File: config.mk
export PLATFORM = sky130hd
export DESIGN_NAME = char_lcd_nibble_writer_core
export DESIGN_NICKNAME = d
export VERILOG_FILES = /design/src/lcdnw_pkg.sv /design/src/lcdnw_front.sv /design/src/lcdnw_queue.sv /design/src/lcdnw_back.sv /design/src/char_lcd_nibble_writer_core.sv
export SDC_FILE = /design/constraint.sdc
export NUM_CORES = 1
export LEC_CHECK = 0
export ABC_CLOCK_PERIOD_IN_PS = 4050
export BUFFER_PORTS_ARGS = -buffer_cell sky130_fd_sc_hd__buf_2
export CAP_MARGIN = 25
export CELL_PAD_IN_SITES_DETAIL_PLACEMENT = 1
export CELL_PAD_IN_SITES_GLOBAL_PLACEMENT = 1
export CORE_UTILIZATION = 46
export DETAILED_ROUTE_END_ITERATION = 16
export GPL_ROUTABILITY_DRIVEN = 0
export PLACE_DENSITY_LB_ADDON = 0.1
export SLEW_MARGIN = 30
export SYNTH_ARGS = -nofsm -noshare
export SYNTH_HDL_FRONTEND = slang
export SYNTH_SLANG_ARGS = --single-unit
File: constraint.sdc
create_clock -name aclk -period 4.05 [get_ports aclk]
set_input_delay 0.81 -clock aclk [delete_from_list [all_inputs] [get_ports aclk]]
set_output_delay 0.81 -clock aclk [all_outputs]
set_load 0.1 [all_outputs]
File: src/lcdnw_pkg.sv
// Shared types, codes and lookup functions for the character LCD nibble writer.
package lcdnw_pkg;

    // Command codes carried on the input channel.
    localparam logic [2:0] CMD_INIT    = 3'd0;
    localparam logic [2:0] CMD_REFRESH = 3'd1;
    localparam logic [2:0] CMD_CLEAR   = 3'd2;
    localparam logic [2:0] CMD_RAW     = 3'd3;
    localparam logic [2:0] CMD_CURSOR  = 3'd4;
    localparam logic [2:0] CMD_DECIMAL = 3'd5;
    localparam logic [2:0] CMD_HEX     = 3'd6;
    localparam logic [2:0] CMD_NONE    = 3'd7;

    // Default depth of the command queue between front and back.
    localparam int QUEUE_DEPTH_DEF = 4;

    // Instruction bytes and fixed nibbles.
    localparam logic [3:0] INIT_NIBBLE   = 4'h2;
    localparam logic [7:0] INS_FUNC_SET  = 8'h28;
    localparam logic [7:0] INS_DISP_ON   = 8'h0C;
    localparam logic [7:0] INS_ENTRY     = 8'h06;
    localparam logic [7:0] INS_CLEAR     = 8'h01;
    localparam logic [7:0] INS_HOME      = 8'h02;
    localparam logic [7:0] INS_DDRAM     = 8'h80;
    localparam logic [7:0] ROW1_OFFSET   = 8'h40;
    localparam logic [7:0] ASCII_ZERO    = 8'h30;
    localparam logic [7:0] ASCII_HEX_OFS = 8'h37;

    // Index of the units position in the decimal power table.
    localparam logic [2:0] POW_UNITS = 3'd4;

    // Operation classes handed from front to back.
    typedef enum logic [2:0] {
        OP_INIT    = 3'd0,
        OP_REFRESH = 3'd1,
        OP_CLEAR   = 3'd2,
        OP_BYTE    = 3'd3,
        OP_DEC     = 3'd4,
        OP_HEX     = 3'd5
    } op_t;

    // One classified command as it sits in the queue.
    typedef struct packed {
        op_t         op;
        logic [7:0]  byte_val;
        logic        rs;
        logic [15:0] number;
    } desc_t;

    // Queue status seen by both sides.
    typedef struct packed {
        logic full;
        logic empty;
    } q_stat_t;

    // Queue push and pop strobes.
    typedef struct packed {
        logic push;
        logic pop;
    } q_ctl_t;

    // Setup sequence byte at a given position.
    function automatic logic [7:0] setup_byte(input logic [1:0] idx);
        logic [7:0] b;
        case (idx)
            2'd0:    b = INS_FUNC_SET;
            2'd1:    b = INS_DISP_ON;
            default: b = INS_ENTRY;
        endcase
        return b;
    endfunction

    // Uppercase ASCII hex digit.
    function automatic logic [7:0] hex_ascii(input logic [3:0] d);
        logic [7:0] b;
        if (d < 4'd10) begin
            b = ASCII_ZERO + {4'b0, d};
        end else begin
            b = ASCII_HEX_OFS + {4'b0, d};
        end
        return b;
    endfunction

    // Decimal weight of each digit position, most significant first.
    function automatic logic [13:0] pow10(input logic [2:0] idx);
        logic [13:0] p;
        case (idx)
            3'd0:    p = 14'd10000;
            3'd1:    p = 14'd1000;
            3'd2:    p = 14'd100;
            3'd3:    p = 14'd10;
            default: p = 14'd1;
        endcase
        return p;
    endfunction

endpackage

File: src/lcdnw_front.sv
// Front part: accepts command beats, classifies them and pushes them into the queue.
module lcdnw_front (
    input  logic              s_tvalid,
    output logic              s_tready,
    input  logic [2:0]        cmd,
    input  logic [7:0]        byte_value,
    input  logic              is_data,
    input  logic              row,
    input  logic [5:0]        col,
    input  logic [15:0]       number,
    input  lcdnw_pkg::q_stat_t q_stat,
    output logic              push,
    output lcdnw_pkg::desc_t  desc
);

    logic known_cmd;

    // Map each command onto an operation class and its byte and RS level.
    always_comb begin
        known_cmd     = 1'b1;
        desc.op       = lcdnw_pkg::OP_BYTE;
        desc.byte_val = byte_value;
        desc.rs       = 1'b0;
        desc.number   = number;
        case (cmd)
            lcdnw_pkg::CMD_INIT:    desc.op = lcdnw_pkg::OP_INIT;
            lcdnw_pkg::CMD_REFRESH: desc.op = lcdnw_pkg::OP_REFRESH;
            lcdnw_pkg::CMD_CLEAR:   desc.op = lcdnw_pkg::OP_CLEAR;
            lcdnw_pkg::CMD_RAW: begin
                desc.op = lcdnw_pkg::OP_BYTE;
                desc.rs = is_data;
            end
            lcdnw_pkg::CMD_CURSOR: begin
                desc.op       = lcdnw_pkg::OP_BYTE;
                desc.byte_val = lcdnw_pkg::INS_DDRAM
                              | (row ? lcdnw_pkg::ROW1_OFFSET : 8'h00)
                              | {2'b00, col};
            end
            lcdnw_pkg::CMD_DECIMAL: begin
                desc.op = lcdnw_pkg::OP_DEC;
                desc.rs = 1'b1;
            end
            lcdnw_pkg::CMD_HEX: begin
                desc.op = lcdnw_pkg::OP_HEX;
                desc.rs = 1'b1;
            end
            default: known_cmd = 1'b0;
        endcase
    end

    // The unused command code is taken and dropped, since it writes nothing.
    assign s_tready = !q_stat.full;
    assign push     = s_tvalid && s_tready && known_cmd;

endmodule

File: src/lcdnw_queue.sv
// Short first-in first-out queue of classified commands between front and back.
module lcdnw_queue #(
    parameter int DEPTH = lcdnw_pkg::QUEUE_DEPTH_DEF
) (
    input  logic               aclk,
    input  logic               aresetn,
    input  lcdnw_pkg::q_ctl_t  q_ctl,
    input  lcdnw_pkg::desc_t   wr_desc,
    output lcdnw_pkg::desc_t   rd_desc,
    output lcdnw_pkg::q_stat_t q_stat
);

    localparam int PTR_W = (DEPTH > 1) ? $clog2(DEPTH) : 1;
    localparam int CNT_W = $clog2(DEPTH + 1);

    lcdnw_pkg::desc_t entry_reg [DEPTH];
    logic [PTR_W-1:0] wr_ptr_reg, wr_ptr_next;
    logic [PTR_W-1:0] rd_ptr_reg, rd_ptr_next;
    logic [CNT_W-1:0] count_reg, count_next;

    // Pointer advance with wrap at the queue depth.
    function automatic logic [PTR_W-1:0] ptr_inc(input logic [PTR_W-1:0] p);
        logic [PTR_W-1:0] n;
        if (p == PTR_W'(DEPTH - 1)) begin
            n = '0;
        end else begin
            n = p + 1'b1;
        end
        return n;
    endfunction

    // Next pointers and fill count.
    always_comb begin
        wr_ptr_next = q_ctl.push ? ptr_inc(wr_ptr_reg) : wr_ptr_reg;
        rd_ptr_next = q_ctl.pop ? ptr_inc(rd_ptr_reg) : rd_ptr_reg;
        count_next  = count_reg;
        if (q_ctl.push && !q_ctl.pop) begin
            count_next = count_reg + 1'b1;
        end else if (!q_ctl.push && q_ctl.pop) begin
            count_next = count_reg - 1'b1;
        end
    end

    // Control state.
    always_ff @(posedge aclk) begin
        if (!aresetn) begin
            wr_ptr_reg <= '0;
            rd_ptr_reg <= '0;
            count_reg  <= '0;
        end else begin
            wr_ptr_reg <= wr_ptr_next;
            rd_ptr_reg <= rd_ptr_next;
            count_reg  <= count_next;
        end
    end

    // Entry storage.
    always_ff @(posedge aclk) begin
        if (q_ctl.push) begin
            entry_reg[wr_ptr_reg] <= wr_desc;
        end
    end

    assign rd_desc      = entry_reg[rd_ptr_reg];
    assign q_stat.full  = (count_reg == CNT_W'(DEPTH));
    assign q_stat.empty = (count_reg == '0);

endmodule

File: src/lcdnw_back.sv
// Back part: sequences the nibble writes of one command into an output register.
module lcdnw_back (
    input  logic               aclk,
    input  logic               aresetn,
    input  lcdnw_pkg::desc_t   q_desc,
    input  lcdnw_pkg::q_stat_t q_stat,
    output logic               pop,
    output logic               m_tvalid,
    input  logic               m_tready,
    output logic [3:0]         m_nibble,
    output logic               m_rs,
    output logic               m_last
);

    typedef enum logic [4:0] {
        ST_IDLE = 5'b00001,
        ST_LONE = 5'b00010,
        ST_DIV  = 5'b00100,
        ST_HI   = 5'b01000,
        ST_LO   = 5'b10000
    } state_t;

    state_t           state_reg, state_next;
    lcdnw_pkg::desc_t desc_reg, desc_next;
    logic [1:0]       idx_reg, idx_next;
    logic [2:0]       pow_reg, pow_next;
    logic [3:0]       digit_reg, digit_next;
    logic [15:0]      rem_reg, rem_next;
    logic             started_reg, started_next;
    logic             m_valid_reg, m_valid_next;
    logic [3:0]       m_nibble_reg, m_nibble_next;
    logic             m_rs_reg, m_rs_next;
    logic             m_last_reg, m_last_next;

    logic             out_free;
    logic             out_load;
    logic [7:0]       cur_byte;
    logic             cur_last;
    logic [3:0]       hex_sel;
    logic [15:0]      weight;

    assign out_free = !m_valid_reg || m_tready;
    assign weight   = {2'b00, lcdnw_pkg::pow10(pow_reg)};

    // Byte at the current position and whether it closes the command.
    always_comb begin
        case (idx_reg)
            2'd0:    hex_sel = desc_reg.number[11:8];
            2'd1:    hex_sel = desc_reg.number[7:4];
            default: hex_sel = desc_reg.number[3:0];
        endcase
        case (desc_reg.op)
            lcdnw_pkg::OP_INIT, lcdnw_pkg::OP_REFRESH: begin
                cur_byte = lcdnw_pkg::setup_byte(idx_reg);
                cur_last = (idx_reg == 2'd2);
            end
            lcdnw_pkg::OP_CLEAR: begin
                cur_byte = (idx_reg == 2'd0) ? lcdnw_pkg::INS_CLEAR : lcdnw_pkg::INS_HOME;
                cur_last = (idx_reg == 2'd1);
            end
            lcdnw_pkg::OP_HEX: begin
                cur_byte = lcdnw_pkg::hex_ascii(hex_sel);
                cur_last = (idx_reg == 2'd2);
            end
            lcdnw_pkg::OP_DEC: begin
                cur_byte = lcdnw_pkg::ASCII_ZERO | {4'b0, digit_reg};
                cur_last = (pow_reg == lcdnw_pkg::POW_UNITS);
            end
            default: begin
                cur_byte = desc_reg.byte_val;
                cur_last = 1'b1;
            end
        endcase
    end

    // Sequencer: at most one nibble per free output slot, digits by repeated subtraction.
    always_comb begin
        state_next    = state_reg;
        desc_next     = desc_reg;
        idx_next      = idx_reg;
        pow_next      = pow_reg;
        digit_next    = digit_reg;
        rem_next      = rem_reg;
        started_next  = started_reg;
        pop           = 1'b0;
        out_load      = 1'b0;
        m_nibble_next = m_nibble_reg;
        m_rs_next     = m_rs_reg;
        m_last_next   = m_last_reg;
        case (state_reg)
            ST_IDLE: begin
                if (!q_stat.empty) begin
                    pop          = 1'b1;
                    desc_next    = q_desc;
                    idx_next     = 2'd0;
                    pow_next     = 3'd0;
                    digit_next   = 4'd0;
                    started_next = 1'b0;
                    rem_next     = q_desc.number;
                    case (q_desc.op)
                        lcdnw_pkg::OP_INIT: state_next = ST_LONE;
                        lcdnw_pkg::OP_DEC:  state_next = ST_DIV;
                        default:            state_next = ST_HI;
                    endcase
                end
            end
            ST_LONE: begin
                if (out_free) begin
                    out_load      = 1'b1;
                    m_nibble_next = lcdnw_pkg::INIT_NIBBLE;
                    m_rs_next     = 1'b0;
                    m_last_next   = 1'b0;
                    state_next    = ST_HI;
                end
            end
            ST_DIV: begin
                if (pow_reg == lcdnw_pkg::POW_UNITS) begin
                    // The remainder is below ten here.
                    digit_next = rem_reg[3:0];
                    state_next = ST_HI;
                end else if (rem_reg >= weight) begin
                    rem_next   = rem_reg - weight;
                    digit_next = digit_reg + 1'b1;
                end else if (digit_reg != 4'd0 || started_reg) begin
                    started_next = 1'b1;
                    state_next   = ST_HI;
                end else begin
                    // Leading zero: skip this position.
                    pow_next = pow_reg + 1'b1;
                end
            end
            ST_HI: begin
                if (out_free) begin
                    out_load      = 1'b1;
                    m_nibble_next = cur_byte[7:4];
                    m_rs_next     = desc_reg.rs;
                    m_last_next   = 1'b0;
                    state_next    = ST_LO;
                end
            end
            ST_LO: begin
                if (out_free) begin
                    out_load      = 1'b1;
                    m_nibble_next = cur_byte[3:0];
                    m_rs_next     = desc_reg.rs;
                    m_last_next   = cur_last;
                    if (cur_last) begin
                        state_next = ST_IDLE;
                    end else if (desc_reg.op == lcdnw_pkg::OP_DEC) begin
                        pow_next   = pow_reg + 1'b1;
                        digit_next = 4'd0;
                        state_next = ST_DIV;
                    end else begin
                        idx_next   = idx_reg + 1'b1;
                        state_next = ST_HI;
                    end
                end
            end
            default: state_next = ST_IDLE;
        endcase
    end

    // Output register valid flag.
    always_comb begin
        if (out_load) begin
            m_valid_next = 1'b1;
        end else if (m_tready) begin
            m_valid_next = 1'b0;
        end else begin
            m_valid_next = m_valid_reg;
        end
    end

    // Control state.
    always_ff @(posedge aclk) begin
        if (!aresetn) begin
            state_reg   <= ST_IDLE;
            m_valid_reg <= 1'b0;
        end else begin
            state_reg   <= state_next;
            m_valid_reg <= m_valid_next;
        end
    end

    // Working and payload registers.
    always_ff @(posedge aclk) begin
        desc_reg     <= desc_next;
        idx_reg      <= idx_next;
        pow_reg      <= pow_next;
        digit_reg    <= digit_next;
        rem_reg      <= rem_next;
        started_reg  <= started_next;
        m_nibble_reg <= m_nibble_next;
        m_rs_reg     <= m_rs_next;
        m_last_reg   <= m_last_next;
    end

    assign m_tvalid = m_valid_reg;
    assign m_nibble = m_nibble_reg;
    assign m_rs     = m_rs_reg;
    assign m_last   = m_last_reg;

endmodule

File: src/char_lcd_nibble_writer_core.sv
// Top level of the character LCD nibble writer: front, command queue and back.
//
// Usage: each beat on the s_ channel is one LCD command (init, refresh, clear,
// raw byte, set cursor, decimal, hex). The m_ channel returns the nibble writes
// the command causes, high nibble first, with the RS level in m_tuser and
// m_tlast on the final nibble of each command. The unused command code is taken
// and writes nothing.
// An accepted command passes the queue entry and the back's command register
// before it reaches the output register. Init writes an init nibble and three
// setup bytes, refresh three setup bytes, clear a clear and a home byte, raw
// byte and set cursor one byte, hex three digits. Decimal skips leading zeros
// and finds each digit by repeated subtraction in the shared compare step.
// The front accepts a new command every cycle while the queue of QUEUE_DEPTH
// entries has room, so it keeps taking commands while the back works.
// When the receiver stalls, the output register holds its beat and the back
// waits; the queue then fills and s_tready drops.
// Reset (aresetn low, synchronous) empties the queue and the output register.
module char_lcd_nibble_writer_core #(
    parameter int QUEUE_DEPTH = lcdnw_pkg::QUEUE_DEPTH_DEF
) (
    input  logic        aclk,
    input  logic        aresetn,
    input  logic        s_tvalid,
    output logic        s_tready,
    input  logic [31:0] s_tdata,  // byte_value[7:0], row[8], col[14:9], number[30:15], zero[31]
    input  logic [3:0]  s_tuser,  // cmd[2:0], is_data[3]
    output logic        m_tvalid,
    input  logic        m_tready,
    output logic [7:0]  m_tdata,  // nibble[3:0], zero[7:4]
    output logic        m_tuser,  // reg_select[0]
    output logic        m_tlast
);

    lcdnw_pkg::desc_t   front_desc;
    lcdnw_pkg::desc_t   queue_desc;
    lcdnw_pkg::q_stat_t q_stat;
    lcdnw_pkg::q_ctl_t  q_ctl;
    logic               push;
    logic               pop;
    logic [3:0]         nibble;

    // Accept and classify.
    lcdnw_front u_front (
        .s_tvalid   (s_tvalid),
        .s_tready   (s_tready),
        .cmd        (s_tuser[2:0]),
        .byte_value (s_tdata[7:0]),
        .is_data    (s_tuser[3]),
        .row        (s_tdata[8]),
        .col        (s_tdata[14:9]),
        .number     (s_tdata[30:15]),
        .q_stat     (q_stat),
        .push       (push),
        .desc       (front_desc)
    );

    assign q_ctl.push = push;
    assign q_ctl.pop  = pop;

    // Command queue.
    lcdnw_queue #(
        .DEPTH (QUEUE_DEPTH)
    ) u_queue (
        .aclk    (aclk),
        .aresetn (aresetn),
        .q_ctl   (q_ctl),
        .wr_desc (front_desc),
        .rd_desc (queue_desc),
        .q_stat  (q_stat)
    );

    // Nibble sequencer and output register.
    lcdnw_back u_back (
        .aclk     (aclk),
        .aresetn  (aresetn),
        .q_desc   (queue_desc),
        .q_stat   (q_stat),
        .pop      (pop),
        .m_tvalid (m_tvalid),
        .m_tready (m_tready),
        .m_nibble (nibble),
        .m_rs     (m_tuser),
        .m_last   (m_tlast)
    );

    assign m_tdata = {4'b0000, nibble};

`ifndef NO_ASSERTIONS
    // The back never pops an empty queue.
    assert property (@(posedge aclk) disable iff (!aresetn) q_ctl.pop |-> !q_stat.empty)
        else $error("pop from empty command queue");

    // The front never pushes into a full queue.
    assert property (@(posedge aclk) disable iff (!aresetn) q_ctl.push |-> !q_stat.full)
        else $error("push into full command queue");

    // Every accepted known command enters the queue.
    assert property (@(posedge aclk) disable iff (!aresetn)
        (s_tvalid && s_tready && (s_tuser[2:0] != lcdnw_pkg::CMD_NONE)) |-> q_ctl.push)
        else $error("accepted command was not queued");

    // A queue that was full and saw no pop is still full.
    assert property (@(posedge aclk) disable iff (!aresetn)
        (q_stat.full && !q_ctl.pop) |=> q_stat.full)
        else $error("full queue lost an entry without a pop");
`endif

endmodule
==> results.py <==
metrics = {
    "critical_path": {
        "reg_to_reg_end": "u_back.rem_reg[12]$_DFFE_PP_",
        "timing.critical_path.buf_inv": 2,
        "crit_slowest_cell": "sky130_fd_sc_hd__edfxtp_1",
        "critPathTopFamily": "compound AO/OA/AOI/OAI gates",
        "worst_ep_required_time_ns": 4.21,
        "cp-endpoint": "u_back.rem_reg[12]$_DFFE_PP_",
        "crit_chain": "inv_1, ha_1, o21ai_0, and3_1, ha_1, inv_1, fa_1, a21oi_1, o221ai_2, a221oi_2, nor2b_1, nor3_2, xnor2_1, o21ai_1",
        "crit_type": "register to register",
        "reg_to_reg_setup_timing_slack_ns": 0.42,
        "max_stage_delay_ns": 0.44,
        "worst_r2r_startpoint": "u_back.pow_reg[0]$_SDFFCE_PN0P_",
        "worst-r2r-cell-count": 14,
        "cp_data_arrival_time_ns": 3.79,
        "endpoint_kind": "register",
        "critical_path.startpoint_type": "register",
        "worstPathMaxFanout": 5,
        "crit_cells": 14,
        "crit_path_start": "u_back.pow_reg[0]$_SDFFCE_PN0P_",
    },
    "synthesis": {
        "post_synthesis_async_set_or_reset_flop_share_pct": 0,
        "post_synth_xor_area_fraction_pct": 2.18,
        "synthDistinctLibCells": 71,
        "synth-main-ff-cell": "sky130_fd_sc_hd__edfxtp_1",
        "yosys.area.top_type": "sky130_fd_sc_hd__edfxtp_1",
        "synth_area_in_adders_pct": 4.93,
        "synth_top_area_share_pct": 59.8,
        "yosys_register_bits": 183,
        "fraction_of_the_mapped_netlist_area_in_compound_gates_pct": 9.17,
        "yosysWarnings": 0,
        "muxShareOfSynthArea_pct": 8.77,
        "synth_top_family_by_area": "compound AO/OA/AOI/OAI gates",
        "ys_seq_area_share_pct": 63.4,
        "post_synth_edffs": 168,
        "synthTopCellsByArea": "sky130_fd_sc_hd__edfxtp_1 60%, sky130_fd_sc_hd__mux4_2 7.5%, sky130_fd_sc_hd__ha_1 4.5%",
        "synthesis.area_per_instance_um2": 14.3,
        "syn_inst": 589,
        "fraction_of_the_mapped_netlist_area_in_simple_logic_gates_pct": 8.76,
        "synth.cell_area_mm2": 0.00843,
    },
    "flow_run": {
        "max_cap_violations": 0,
    },
    "detailed_routing": {
        "wl_per_cell_um": 20.3,
        "number_of_iterations_in_the_first_detailed_routing_pass": 4,
        "drc_errors": 0,
        "antenna_violating_nets_post_route": 0,
        "num_vias": 4979,
        "drt_initial_violations": 235,
        "routed_wl_um": 17900,
        "drt-vias-per-instance": 5.65,
    },
    "sta": {
        "period_minus_slack_ns": 3.63,
        "report.final.setup_viol": 0,
        "timing.clock.skew_ns": 0.00886,
        "fmaxAchievable_mhz": 275,
        "setup-tns-final_ns": 0,
        "grt_setup_unrepaired": "no",
        "hold_violations": 0,
        "slew_viol_final": 0,
        "slew_headroom_pct": 41.0,
        "min_period_over_period_pct": 89.7,
        "worst_slew_pin_slew_ns": 0.880,
    },
    "cells_and_area": {
        "antenna-diode-count": 0,
        "final.fill_count": 1752,
        "post_layout_instance_count_excluding_filler_cells": 882,
        "largest_register_ffs": 112,
        "post-route-cell-area_mm2": 0.00944,
        "final_standard_cell_utilization_of_the_core_pct": 52.5,
        "nNetsFinal": 712,
        "drive_above_1_share_pct": 21.9,
        "layout.cells.most_common_list": "168 x sky130_fd_sc_hd__edfxtp_1, 50 x sky130_fd_sc_hd__nand2_1, 46 x sky130_fd_sc_hd__buf_2, 31 x sky130_fd_sc_hd__nor2_1, 30 x sky130_fd_sc_hd__ha_1",
        "syn2layout_area_growth_pct": 11.9,
        "leading_cell_type_in_the_layout_fill_and_taps_excluded": "sky130_fd_sc_hd__edfxtp_1",
    },
    "power_and_ir_drop": {
        "p_int_mw": 4.54,
        "power.sequential.fraction_pct": 39.4,
        "power.total_mw": 7.35,
        "p_sw_mw": 2.80,
        "p_clk_share_pct": 21.0,
        "power_density_of_the_placed_cells_mw_per_mm2": 779,
        "total_leakage_power_nw": 3.34,
        "netSwitchingFraction_pct": 38.2,
        "worst_ir_drop_vdd_mv": 0.364,
        "power_frac_comb_pct": 39.6,
    },
    "global_routing": {
        "grt_first_pass_wirelength_um": 28000,
        "grt_start_max_net_pins": 43,
        "grt.overflow.total": 0,
        "grt_antenna_before_repair": 0,
        "first_global_vias": 5190,
        "gr-usage-all-layers_pct": 20.4,
    },
    "placement": {
        "number_of_buffers_inserted_by_port_buffering": 46,
        "dpl.hpwl_um": 12600,
        "placed_cells_incl_taps": 850,
        "placed_cell_area_mm2": 0.00889,
    },
    "clocking": {
        "clkTransAtPathRegs_ns": 0.07,
        "clk-insertion-delay-late_ns": 0.43,
        "post_cts_hold_fix_bufs": 0,
        "cts.repair_timing.setup_buffer_count": 0,
        "cts.repair.resized": 0,
        "clk_root_buffer_cell": "sky130_fd_sc_hd__clkbuf_16",
        "tritoncts": "done",
        "h-tree-depth": 4,
        "tritoncts.num_buffers": 17,
        "cts-root-to-sink-buffers": 2,
        "tritoncts_num_sinks": 183,
    },
    "floorplan": {
        "die_area_mm2": 0.0189,
        "placementRows": 49,
        "coreArea_mm2": 0.0180,
        "io_pins": 52,
        "die_w_um": 137,
        "die_height_um": 137,
        "initial_utilization_pct": 46.9,
    },
    "run_status": {
        "status": "completed",
    },
    "hold_path": {
        "worst_hold_path_type": "register to register",
    },
}
[cell type report]
cell class / instances / area [µm²] / share of cell area, %
inverters: 26 / 97.6 / 1.03
well taps: 229 / 287 / 3.04
clock buffers: 19 / 433 / 4.59
clock inverters: 13 / 118 / 1.25
multi-input cells: 358 / 2870 / 30.4
repair buffers: 54 / 290 / 3.08
flip-flops and latches: 183 / 5350 / 56.7
[power groups by stage]
| stage | sequential, mW | clock, mW | combinational, mW |
|---|---|---|---|
| final | 2.89 | 1.54 | 2.91 |
| after floorplan | 2.84 | 0 | 2.26 |
| after global routing | 2.95 | 1.64 | 3.24 |
| after detailed placement | 2.94 | 0 | 2.92 |
| after global placement | 2.91 | 0 | 2.81 |
| after CTS | 2.90 | 1.58 | 2.94 |
[per-layer routing]
| metal | track usage [%] | share of wire [%] |
|---|---|---|
| met3 | 3.02 | 2.1 |
| met1 | 27.0 | 46 |
| met5 | 0 | 0 |
| met2 | 33.9 | 51 |
| met4 | 7.75 | 1.3 |
[worst min-delay path by stage]
| stage | cells past startpoint | endpoint | slack (ns) | from |
|---|---|---|---|---|
| 2_1_floorplan | 2 | register | 0.45 | u_queue.rd_ptr_reg[1]$_SDFFE_PN0P_ |
| 3_3_place_gp | 2 | u_queue.rd_ptr_reg[1]$_SDFFE_PN0P_ | 0.48 | u_queue.rd_ptr_reg[1]$_SDFFE_PN0P_ |
| 3_5_place_dp | 2 | u_queue.rd_ptr_reg[1]$_SDFFE_PN0P_ | 0.50 | u_queue.rd_ptr_reg[1]$_SDFFE_PN0P_ |
| 4_1_cts | 2 | register | 0.52 | u_queue.rd_ptr_reg[1]$_SDFFE_PN0P_ |
| 5_1_grt | 2 | register | 0.55 | u_queue.rd_ptr_reg[1]$_SDFFE_PN0P_ |
| 6_report | 2 | register | 0.51 | u_queue.rd_ptr_reg[1]$_SDFFE_PN0P_ |
[through the flow]
| step | hold slack (ns) | setup slack (ns) |
|---|---|---|
| 4_1_cts | 0.517 | 0.343 |
| 6_report | 0.508 | 0.419 |
| 3_3_place_gp | 0.479 | 0.557 |
| 5_1_grt | 0.548 | 0.162 |
| 2_1_floorplan | 0.454 | 0.276 |
| 3_5_place_dp | 0.504 | 0.361 |
[logic make-up after synthesis]
group | count (synthesis)
AO/OA/AOI/OAI | 115
other | 1
XOR/XNOR | 21
multiplexers | 38
AND/OR/NAND/NOR | 148
flip-flops | 183
buffers and inverters | 51
adder cells (fa/ha/maj) | 32
[tightest hold or removal path, stage by stage (launching register included)]
cell,delay (ns)
sky130_fd_sc_hd__dfxtp_1,0.31
sky130_fd_sc_hd__nand2_1,0.06
sky130_fd_sc_hd__a21oi_1,0.08
[cell usage after synthesis, types with 3 or more instances]
cell                         n
sky130_fd_sc_hd__nor2b_1     6
sky130_fd_sc_hd__dfxtp_1    15
sky130_fd_sc_hd__nand2b_1    4
sky130_fd_sc_hd__or2_2       4
sky130_fd_sc_hd__a31oi_1     7
sky130_fd_sc_hd__inv_1      25
sky130_fd_sc_hd__o21ai_2     3
sky130_fd_sc_hd__nand2_1    50
sky130_fd_sc_hd__xor2_1     11
sky130_fd_sc_hd__mux2_2      7
sky130_fd_sc_hd__mux4_2     28
sky130_fd_sc_hd__nand3_1    13
sky130_fd_sc_hd__buf_2       5
sky130_fd_sc_hd__clkbuf_1   12
sky130_fd_sc_hd__nor2_1     31
sky130_fd_sc_hd__o21ai_1     6
sky130_fd_sc_hd__mux2i_1     3
sky130_fd_sc_hd__a211oi_1    4
sky130_fd_sc_hd__nand3b_1    4
sky130_fd_sc_hd__and2_1     11
sky130_fd_sc_hd__nor3_1      6
sky130_fd_sc_hd__a21oi_1    26
sky130_fd_sc_hd__a22o_1      4
sky130_fd_sc_hd__o21ai_0    29
sky130_fd_sc_hd__and3_1      4
sky130_fd_sc_hd__o22ai_1     4
sky130_fd_sc_hd__edfxtp_1  168
sky130_fd_sc_hd__xnor2_1    10
sky130_fd_sc_hd__buf_4       5
sky130_fd_sc_hd__o221ai_1    4
sky130_fd_sc_hd__ha_1       30
sky130_fd_sc_hd__a21o_1      3
Note: power is estimated with default switching activity, not from simulation.
